==> config.mk <==
export PLATFORM = sky130hd
export DESIGN_NAME = seqno_wakeup_table
export DESIGN_NICKNAME = d
export VERILOG_FILES = /design/src/hdl/seqwt_pkg.sv /design/src/hdl/seqno_wakeup_table.sv /design/src/hdl/seqwt_ram.sv /design/src/hdl/seqwt_older.sv
export SDC_FILE = /design/constraint.sdc
export NUM_CORES = 1
export LEC_CHECK = 0
export BUFFER_PORTS_ARGS = -buffer_cell sky130_fd_sc_hd__buf_2
export CELL_PAD_IN_SITES_DETAIL_PLACEMENT = 0
export CELL_PAD_IN_SITES_GLOBAL_PLACEMENT = 2
export CORE_MARGIN = 2
export CORE_UTILIZATION = 42
export DETAILED_ROUTE_END_ITERATION = 6
export GPL_TIMING_DRIVEN = 1
export PLACE_DENSITY_LB_ADDON = 0.1
export SYNTH_ARGS = -nofsm -noshare
export SYNTH_HDL_FRONTEND = slang
export SYNTH_HIERARCHICAL = 1
export SYNTH_SLANG_ARGS = --single-unit
==> constraint.sdc <==
create_clock -name clk -period 6.65 [get_ports clk]
set_clock_uncertainty 0.1 [all_clocks]
set_input_delay 0.665 -clock clk [delete_from_list [all_inputs] [get_ports clk]]
set_output_delay 0.665 -clock clk [all_outputs]
set_load 0.05 [all_outputs]
==> src/hdl/seqwt_pkg.sv <==
// seqwt_pkg: shared types and constants of the sequence number wakeup table
// no dependencies; used by seqno_wakeup_table and seqwt_older

package seqwt_pkg;

  // field widths fixed by the request and result formats
  localparam int SEQ_W      = 32;
  localparam int HALF_W     = 16;
  localparam int WAITER_FW  = 4;
  localparam int QUEUE_FW   = 2;
  localparam int COUNT_W    = 5;

  localparam logic [COUNT_W-1:0] COUNT_MAX = 5'd31;

  // default table sizes
  localparam int DEF_NUM_WAITERS = 16;
  localparam int DEF_NUM_QUEUES  = 4;

  // command codes
  localparam logic CMD_REQUEST  = 1'b0;
  localparam logic CMD_PROGRESS = 1'b1;

  // result kind codes
  localparam logic KIND_REPLY = 1'b0;
  localparam logic KIND_WAKE  = 1'b1;

  // reply status codes
  localparam logic STATUS_ARMED  = 1'b0;
  localparam logic STATUS_PASSED = 1'b1;

  typedef struct packed {
    logic                 command;
    logic [QUEUE_FW-1:0]  queue;
    logic [WAITER_FW-1:0] waiter;
    logic [HALF_W-1:0]    superbuf_seq;
    logic [HALF_W-1:0]    packet_index;
    logic                 allow_immediate;
  } request_t;

  typedef struct packed {
    logic                 kind;
    logic                 status;
    logic [WAITER_FW-1:0] woken_waiter;
    logic                 wake_valid;
    logic                 last;
  } result_t;

endpackage

==> src/hdl/seqno_wakeup_table.sv <==
// seqno_wakeup_table: top level, sequencer over the waiter ram and compare unit
// depends on seqwt_pkg, seqwt_ram, seqwt_older
//
// Usage:
//   A request is taken at a rising edge with start high and busy low. A
//   wakeup request (command 0) gets exactly one reply result; a progress
//   event (command 1) gets one wake result per waiter it wakes, possibly none.
//   Each result is shown on result for one cycle with result_valid high; the
//   receiver cannot stall, so results are never held. The final result of a
//   request has last set.
//   A wakeup request holds busy only in the request state and its reply is
//   on result in the next cycle; a new request or event is taken only once
//   busy is low again. An event whose queue has no armed waiters holds busy
//   only in the event state. Otherwise the event scans every slot, one per
//   cycle through the single ram read port and the shared compare unit:
//   busy is held through the event, scan and flush states, and each wake is
//   held until the next is found or the scan ends, the final one coming on
//   result after the flush state.
//   Reset clears queue positions, armed flags and armed counts; waiter
//   targets are not cleared since a slot is only used once armed.

module seqno_wakeup_table #(
  parameter int NUM_WAITERS = seqwt_pkg::DEF_NUM_WAITERS,
  parameter int NUM_QUEUES  = seqwt_pkg::DEF_NUM_QUEUES
) (
  input  logic                clk,
  input  logic                rst,
  input  logic                start,
  output logic                busy,
  input  seqwt_pkg::request_t request,
  output seqwt_pkg::result_t  result,
  output logic                result_valid
);

  localparam int WW    = (NUM_WAITERS > 1) ? $clog2(NUM_WAITERS) : 1;
  localparam int QW    = (NUM_QUEUES > 1) ? $clog2(NUM_QUEUES) : 1;
  localparam int RAM_W = seqwt_pkg::SEQ_W + QW;
  localparam logic [WW-1:0] LAST_SLOT = WW'(NUM_WAITERS - 1);

  localparam logic [2:0] S_IDLE  = 3'd0;
  localparam logic [2:0] S_REQ   = 3'd1;
  localparam logic [2:0] S_EVT   = 3'd2;
  localparam logic [2:0] S_SCAN  = 3'd3;
  localparam logic [2:0] S_FLUSH = 3'd4;

  logic [2:0]                   state, state_next;
  seqwt_pkg::request_t          req, req_next;
  logic [seqwt_pkg::SEQ_W-1:0]  pos [NUM_QUEUES];
  logic [seqwt_pkg::SEQ_W-1:0]  pos_next [NUM_QUEUES];
  logic [seqwt_pkg::COUNT_W-1:0] cnt [NUM_QUEUES];
  logic [seqwt_pkg::COUNT_W-1:0] cnt_next [NUM_QUEUES];
  logic [NUM_WAITERS-1:0]       armed, armed_next;
  logic [WW-1:0]                scan_idx, scan_idx_next;
  logic [WW-1:0]                pend, pend_next;
  logic                         pend_valid, pend_valid_next;
  seqwt_pkg::result_t           result_next;
  logic                         result_valid_next;

  logic [seqwt_pkg::SEQ_W-1:0]  seq;
  logic [QW-1:0]                q_idx;
  logic [WW-1:0]                w_idx;
  logic                         q_ok, w_ok;
  logic                         ram_we;
  logic [WW-1:0]                ram_addr;
  logic [RAM_W-1:0]             ram_wdata, ram_rdata;
  logic [seqwt_pkg::SEQ_W-1:0]  rd_target;
  logic [QW-1:0]                rd_home;
  logic [seqwt_pkg::SEQ_W-1:0]  cmp_a, cmp_b;
  logic                         is_older;
  logic                         hit;

  // waiter target and home queue store
  seqwt_ram #(
    .WIDTH (RAM_W),
    .DEPTH (NUM_WAITERS)
  ) u_ram (
    .clk   (clk),
    .we    (ram_we),
    .addr  (ram_addr),
    .wdata (ram_wdata),
    .rdata (ram_rdata)
  );

  // shared sequence compare
  seqwt_older u_older (
    .a     (cmp_a),
    .b     (cmp_b),
    .older (is_older)
  );

  // decoded fields of the held request
  assign seq       = {req.superbuf_seq, req.packet_index};
  assign q_idx     = QW'(req.queue);
  assign w_idx     = WW'(req.waiter);
  assign q_ok      = 32'(req.queue) < 32'(NUM_QUEUES);
  assign w_ok      = 32'(req.waiter) < 32'(NUM_WAITERS);
  assign rd_target = ram_rdata[seqwt_pkg::SEQ_W-1:0];
  assign rd_home   = ram_rdata[seqwt_pkg::SEQ_W +: QW];
  assign ram_wdata = {q_idx, seq};
  assign busy      = (state != S_IDLE);
  assign hit       = armed[scan_idx] && (rd_home == q_idx) && is_older;

  // sequencer
  always_comb begin
    state_next        = state;
    req_next          = req;
    pos_next          = pos;
    cnt_next          = cnt;
    armed_next        = armed;
    scan_idx_next     = scan_idx;
    pend_next         = pend;
    pend_valid_next   = pend_valid;
    result_next       = result;
    result_valid_next = 1'b0;
    ram_we            = 1'b0;
    ram_addr          = WW'(request.waiter);
    cmp_a             = seq;
    cmp_b             = pos[q_idx];

    case (state)
      S_IDLE: begin
        if (start) begin
          req_next   = request;
          state_next = (request.command == seqwt_pkg::CMD_REQUEST) ? S_REQ : S_EVT;
        end
      end

      // request: ram already holds this waiter's slot
      S_REQ: begin
        ram_addr                 = w_idx;
        result_valid_next        = 1'b1;
        result_next.kind         = seqwt_pkg::KIND_REPLY;
        result_next.last         = 1'b1;
        result_next.status       = seqwt_pkg::STATUS_PASSED;
        result_next.wake_valid   = 1'b0;
        result_next.woken_waiter = '0;
        if (q_ok && w_ok) begin
          if (is_older) begin
            result_next.wake_valid = req.allow_immediate;
            if (req.allow_immediate) begin
              result_next.woken_waiter = req.waiter;
            end
          end else begin
            ram_we             = 1'b1;
            armed_next[w_idx]  = 1'b1;
            result_next.status = seqwt_pkg::STATUS_ARMED;
            // move the count when the waiter changes queue or is new
            for (int j = 0; j < NUM_QUEUES; j++) begin
              if (armed[w_idx] && (rd_home != q_idx) && (QW'(j) == rd_home) &&
                  (cnt[j] != '0)) begin
                cnt_next[j] = cnt[j] - 1'b1;
              end
              if ((!armed[w_idx] || (rd_home != q_idx)) && (QW'(j) == q_idx) &&
                  (cnt[j] != seqwt_pkg::COUNT_MAX)) begin
                cnt_next[j] = cnt[j] + 1'b1;
              end
            end
          end
        end
        state_next = S_IDLE;
      end

      // event: set position, start the scan if anyone is armed here
      S_EVT: begin
        ram_addr   = '0;
        state_next = S_IDLE;
        if (q_ok) begin
          pos_next[q_idx] = seq;
          if (cnt[q_idx] != '0) begin
            state_next      = S_SCAN;
            scan_idx_next   = '0;
            pend_valid_next = 1'b0;
          end
        end
      end

      // one slot per cycle, a wake is held back until the next is known
      S_SCAN: begin
        cmp_a    = rd_target;
        cmp_b    = seq;
        ram_addr = (scan_idx == LAST_SLOT) ? '0 : WW'(scan_idx + 1'b1);
        if (hit) begin
          armed_next[scan_idx] = 1'b0;
          if (cnt[q_idx] != '0) begin
            cnt_next[q_idx] = cnt[q_idx] - 1'b1;
          end
          if (pend_valid) begin
            result_valid_next        = 1'b1;
            result_next.kind         = seqwt_pkg::KIND_WAKE;
            result_next.status       = seqwt_pkg::STATUS_ARMED;
            result_next.woken_waiter = seqwt_pkg::WAITER_FW'(pend);
            result_next.wake_valid   = 1'b1;
            result_next.last         = 1'b0;
          end
          pend_next       = scan_idx;
          pend_valid_next = 1'b1;
        end
        if (scan_idx == LAST_SLOT) begin
          state_next = S_FLUSH;
        end else begin
          scan_idx_next = WW'(scan_idx + 1'b1);
        end
      end

      // final wake of the event
      S_FLUSH: begin
        if (pend_valid) begin
          result_valid_next        = 1'b1;
          result_next.kind         = seqwt_pkg::KIND_WAKE;
          result_next.status       = seqwt_pkg::STATUS_ARMED;
          result_next.woken_waiter = seqwt_pkg::WAITER_FW'(pend);
          result_next.wake_valid   = 1'b1;
          result_next.last         = 1'b1;
        end
        pend_valid_next = 1'b0;
        state_next      = S_IDLE;
      end

      default: begin
        state_next = S_IDLE;
      end
    endcase
  end

  // control state
  always_ff @(posedge clk) begin
    if (rst) begin
      state        <= S_IDLE;
      armed        <= '0;
      pend_valid   <= 1'b0;
      result_valid <= 1'b0;
      for (int j = 0; j < NUM_QUEUES; j++) begin
        pos[j] <= '0;
        cnt[j] <= '0;
      end
    end else begin
      state        <= state_next;
      armed        <= armed_next;
      pend_valid   <= pend_valid_next;
      result_valid <= result_valid_next;
      pos          <= pos_next;
      cnt          <= cnt_next;
    end
  end

  // payload registers
  always_ff @(posedge clk) begin
    req      <= req_next;
    scan_idx <= scan_idx_next;
    pend     <= pend_next;
    result   <= result_next;
  end

endmodule

==> src/hdl/seqwt_ram.sv <==
// seqwt_ram: generic single port ram with registered read
// no dependencies

module seqwt_ram #(
  parameter int WIDTH = 32,
  parameter int DEPTH = 16
) (
  input  logic                                   clk,
  input  logic                                   we,
  input  logic [((DEPTH > 1) ? $clog2(DEPTH) : 1)-1:0] addr,
  input  logic [WIDTH-1:0]                       wdata,
  output logic [WIDTH-1:0]                       rdata
);

  logic [WIDTH-1:0] mem [DEPTH];

  // write port and registered read, read-first
  always_ff @(posedge clk) begin
    if (we) begin
      mem[addr] <= wdata;
    end
    rdata <= mem[addr];
  end

endmodule

==> src/hdl/seqwt_older.sv <==
// seqwt_older: shared wrapping sequence compare, a is older than b
// depends on seqwt_pkg

module seqwt_older (
  input  logic [seqwt_pkg::SEQ_W-1:0] a,
  input  logic [seqwt_pkg::SEQ_W-1:0] b,
  output logic                        older
);

  logic [seqwt_pkg::SEQ_W-1:0] diff;

  // sign of the wrapping difference
  assign diff  = a - b;
  assign older = diff[seqwt_pkg::SEQ_W-1];

endmodule
# Yosys cells after proc, flatten, opt, wreduce, memory -nomap -nowiden
# Memories as Yosys holds them, arrays and structs flattened. A register that Yosys moved wholly into a read port is not among the register bits.
# Index checks and enable logic that the tools add are counted.
# Widths: inputs -> output; s select.
# totals
ff_bits	224
mem_bits_rw	544
in_bits	43
n_memories	1
# classes
add_sub_neg	11
n_lt_le_gt_ge	6
n_eq_ne	30
mux	64
bitwise	4
n_reduce_logical	48
# memory_table
name	words	word_bits	rd	rd_clocked_by_memory_dff	write_ports	line	source
u_ram.mem	16	34	1	1	1	seqwt_ram.sv:15	logic [WIDTH-1:0] mem [DEPTH];
# ops
op	count
$mux 32	5
$bwmux 128	1
$bmux 32 s2	1
$demux 32 s2	1
$mux 20	3
$mux 5	12
$pmux 20 s2	1
$mux 16	2
$pmux 16 s2	1
$sub 32x32->32	1
$reduce_bool 5->1	5
$sub 5x1->5 const B	5
$mux 8	3
$pmux 8 s3	1
$logic_and 1x1->1	22
$add 5x1->5 const B	4
$bwmux 20	1
$ne 5x5->1 const B	4
$reduce_and 5->1	4
$ne 2x2->1 const B	9
$and 16x16->16	1
$mux 4	4
$not 16->16	1
$or 16x16->16	1
other kinds (35)	70

# Depth between registers and ports, before layout
# depth
ltp_word	10
depth_mapped	24
ltp_nobuf	18

# Hierarchy
# Netlist, hierarchy kept.
# modules_own_cells
mod	n_inst	cells_per_inst	area_per_inst_um2	seq_area_each_um2
seqwt_ram	1	890	21106.5	17016.3
seqno_wakeup_table	1	1254	10938.0	5034.8
seqwt_older	1	112	779.5	0.0

# Worst setup path before layout
# OpenSTA, ideal clock, no wires.
# synth_timing
path_type	register to register
startpoint	reg req (netlist bit q_idx[0])
endpoint	mem u_ram/mem[0][0] (netlist bit) (enable)
setup_ns	0.468
arrival_time_ns	6.500
required_time_ns	6.082
slack_ns	-0.417
stages_incl_launch_ff	18
path_buffers	3
period_less_slack_ns	7.067
cell_sequence	edfxtp_1 -> buf_2 -> buf_2 -> buf_1 -> mux4_2 -> nand2_1 -> nand2_1 -> inv_1 -> ha_1 -> a21oi_1 -> o21ai_1 -> a221oi_2 -> o211ai_1 -> a31oi_2 -> xnor2_1 -> nor2_1 -> or3b_1 -> nor3_1
# synth_between
elab_chain_cells	10
# synth_lines
item	line	source
start, declared	seqno_wakeup_table.sv:47	seqwt_pkg::request_t req, req_next;
start signal, assigned	seqno_wakeup_table.sv:248	req <= req_next;
$not 2->3 (implied by the code)	seqno_wakeup_table.sv:118	cmp_b = pos[q_idx];
$bmux 32 s2	seqno_wakeup_table.sv:118	
$mux 32 (implied by the code) (2 in a row)	seqno_wakeup_table.sv:118	
$mux 32	seqno_wakeup_table.sv:120	case (state)
named net cmp_b (one bit)	seqno_wakeup_table.sv:68	logic [seqwt_pkg::SEQ_W-1:0] cmp_a, cmp_b;
$sub 32x32->32	seqwt_older.sv:13	assign diff = a - b;
named net is_older	seqno_wakeup_table.sv:69	logic is_older;
$mux 1	seqno_wakeup_table.sv:138	if (is_older) begin
$mux 1	seqno_wakeup_table.sv:120	
named net ram_we	seqno_wakeup_table.sv:63	logic ram_we;
$mux 1	seqwt_ram.sv:19	if (we) begin
$mux 1 (implied by the code)	seqwt_ram.sv:20	mem[addr] <= wdata;
end, declared	seqwt_ram.sv:15	
# The timed path passes the listed nets, and every way through them passes these cells. The select of a mux whose other input is x is not followed.

# Worst setup path after layout
# layout_timing
startpoint	reg state[1]
endpoint	mem u_ram/mem[4][14] (netlist bit) (enable)
# layout_between
elab_chain_cells	7
# layout_lines
item	line	source
start, declared	seqno_wakeup_table.sv:46	logic [2:0] state, state_next;
start signal, assigned	seqno_wakeup_table.sv:237	state <= state_next;
$eq 3x2->1	seqno_wakeup_table.sv:120	
$mux 32	seqno_wakeup_table.sv:120	
named net cmp_a (one bit)	seqno_wakeup_table.sv:68	
$sub 32x32->32	seqwt_older.sv:13	
named net is_older	seqno_wakeup_table.sv:69	
$mux 1	seqno_wakeup_table.sv:138	
$mux 1	seqno_wakeup_table.sv:120	
named net ram_we	seqno_wakeup_table.sv:63	
$mux 1	seqwt_ram.sv:19	
$mux 1 (implied by the code)	seqwt_ram.sv:20	
# The timed path passes the listed nets, and every way through them passes these cells.

==> results.cfg <==
[outcome]
outcome = complete, no violations

[synthesis]
ys_ff_latch = 802
synthCells = 2256
synthTopCellsByCount = edfxtp_1 (599), nand2_1 (524), dfxtp_1 (203)
synth_most_common_cell = edfxtp_1
synth-edff-count = 599
synth_area_um2 = 32800
avgSynthCellArea_um2 = 14.5
synth_cell_types = 68
seq_area_frac_synth_pct = 67.2
synth_fp_nets = 2351
post-synth-top-area-fraction_pct = 54.8
async_reset_ff_share_pct = 0
ys_top_cells_by_area = edfxtp_1 (55%), dfxtp_1 (12%), mux4_2 (12%), nand2_1 (6.0%), a21oi_1 (2.7%)
ys.warnings.count = 6
yosys.area.top_type = edfxtp_1
synth_ff_type = edfxtp_1

[cells_and_area]
design_area_um2 = 37500
n_antenna_cell = 0
fin_cells = 3436
syn_to_final_growth_pct = 14.1
drive_gt1_share_pct = 19.6
fillers = 6667
fin_nets = 2419

[timing]
max_slew_margin_pct = 23.0
hold_viol_final = 0
timing.final.crit_share_pct = 85.4
slew_violations = 0
tns_ns = 0
worst_pin_slew_ns = 1.14
fmax_mhz = 176
fin_ws_ns = 0.974
setup_viol = 0
fin_crit_ns = 5.68
rsz0062_at_grt = false

[hold_path]
hold_end = ram_wdata[2]$_DFFE_PP_
hold_class = in -> reg
holdPathStages = 1
worstHoldStart = request[3]

[worst_setup_path]
r2r_slack_ns = 0.97
arrival_ns = 5.91
crit_required_ns = 6.88
start_kind = flop
endpoint_kind = flop
r2r.worst_path.cells = 17
path_class = reg -> reg
r2r-start = state[1]$_SDFFE_PP0P_
cp_max_fo = 41
r2r-end = u_ram/mem[4][14]$_DFFE_PP_

[routing]
drt_iter0_drc = 1710
vias_per_cell = 5.60
drcViolationCount = 0
finalWirelength_um = 87100
vias = 19200
antenna_left = 0
drtPass1Iterations = 5
wl_per_cell_um = 25.3

[flow_run]
drv_cap = 0

[grt]
antenna_found_initial = 2
grt_pass1_wl_um = 131000
grt-ovfl-total = 0
track_usage_pct = 21.8
grt_max_degree = 88
first_global_vias = 19700

[cts]
cts_hold_buf = 0
cts_made_buffers = 86
clk_pin_slew_ns = 0.06
tritoncts = built
cts_buffer_depth = 3
clock_sinks = 802
ctsHtreeMaxLevel = 3
post_cts_buffers = 0
cts.repair.resized = 0
insertion_delay_ns = 0.64
root_buffer = clkbuf_16

[floorplan]
core_um2 = 77500
fp.dieH_um = 284
rows = 102
io_pins = 53
fp.dieW_um = 284
dieArea_um2 = 80400
start_util_pct = 42.4

[placement]
gp_congestion = 0.787
post_dp_cell_area_um2 = 34600
place_hpwl_um = 51000
io_buffers = 52
pre_cts_ws_ns = 0.880
place_inst = 3276

[power]
p_leak_nw = 12.5
power_density_nw_per_um2 = 311
peakVddDrop_mv = 0.191
-- area by class of cell --
| class | instances | area (um^2) | share of cell area (%) |
|---|---|---|---|
| flip-flops and latches | 802 | 22100 | 58.9 |
| well taps | 1040 | 1300 | 3.47 |
| clock buffers | 119 | 2440 | 6.51 |
| multi-input cells | 1273 | 10200 | 27.2 |
| inverters | 49 | 185 | 0.494 |
| repair buffers | 112 | 901 | 2.40 |
| clock inverters | 41 | 383 | 1.02 |
-- per-layer routing --
metal | global-route usage, % | part of all wire [%] | vias to the layer above
met5 | 0 | 0 | -
met4 | 5.77 | 2.0 | 0
met3 | 3.44 | 5.5 | 107
met2 | 34.0 | 46 | 510
met1 | 31.8 | 46 | 9961
li1 | - | - | 8652
-- flip-flops by register name (all words and copies together), names as in the netlist --
register and cells:
req 1, u_ram/rdata 34, scan_idx 4, result_valid 1
result 8, pend 4, w_idx 4, state 3
ram_wdata 32, pend_valid 1, q_idx 2, u_ram/mem 544
armed 16, pos 128, cnt 20
-- kinds of logic after synthesis --
kind of cell	after synthesis	share of synthesized area (%)
adders and majority gates	52	2.07
xor gates and xnor gates	29	0.774
AOI/OAI and AO/OA	331	6.53
buffers and inverters	181	2.41
and+or+nand+nor	676	8.49
DFF	802	67.2
muxes	185	12.5
-- how the worst max path moves through the flow --
stage,startpoint,to,slack (ns),cells past startpoint
floorplan,q_idx[0]$_DFFE_PP_,u_ram/mem[1][0]$_DFFE_PP_,0.51,17
global placement,state[1]$_SDFFE_PP0P_,u_ram/mem[2][29]$_DFFE_PP_,0.96,17
detailed placement,state[1]$_SDFFE_PP0P_,u_ram/mem[4][16]$_DFFE_PP_,0.88,17
CTS,state[1]$_SDFFE_PP0P_,u_ram/mem[4][14]$_DFFE_PP_,0.85,17
global route,state[1]$_SDFFE_PP0P_,u_ram/mem[4][13]$_DFFE_PP_,0.55,18
finish,state[1]$_SDFFE_PP0P_,u_ram/mem[4][14]$_DFFE_PP_,0.97,17
-- where the power goes --
| part | internal, mW | switching (mW) |
|---|---|---|
| registers | 5.54 | 0.173 |
| clock network | 2.77 | 1.97 |
| logic | 0.473 | 0.710 |
-- per-stage QoR --
stage	hold slack [ns]	power (mW)	util [%]
after floorplan	0.333	6.55	-
after global placement	0.338	7.00	44.7
after detailed placement	0.346	7.01	44.7
after CTS	0.0642	11.8	48.4
after global routing	0.0734	12.1	48.4
final	0.0994	11.6	48.4
-- cells in the final DEF (no fill, tap or decap), types with 15 or more instances in the layout --
cell	count
a21oi_1	176
a22oi_1	68
a32o_1	15
buf_12	15
buf_2	51
buf_4	46
clkbuf_1	20
clkbuf_16	89
clkinv_1	15
clkinv_2	16
dfxtp_1	203
edfxtp_1	599
ha_1	48
inv_1	47
mux4_2	177
nand2_1	524
nor2_1	36
nor2_4	18
nor3_1	23
xnor2_1	20
-- worst max-delay path, cell delays in order, from the launching register on --
cell and delay [ns]:
dfxtp_1 0.54, nand2_1 0.15, nor2_4 0.11, clkinv_2 0.52, nand2_1 0.23, nand2_1 0.08
ha_1 0.29, nand2_1 0.05, o21ai_0 0.17, a21oi_1 0.11, o21ai_0 0.58, a31oi_2 0.19
xnor2_1 0.17, buf_4 0.18, nor2_1 0.43, nand3b_1 0.43, nor3_4 0.69, buf_4 0.32
Power figures use the tool's default switching activity.
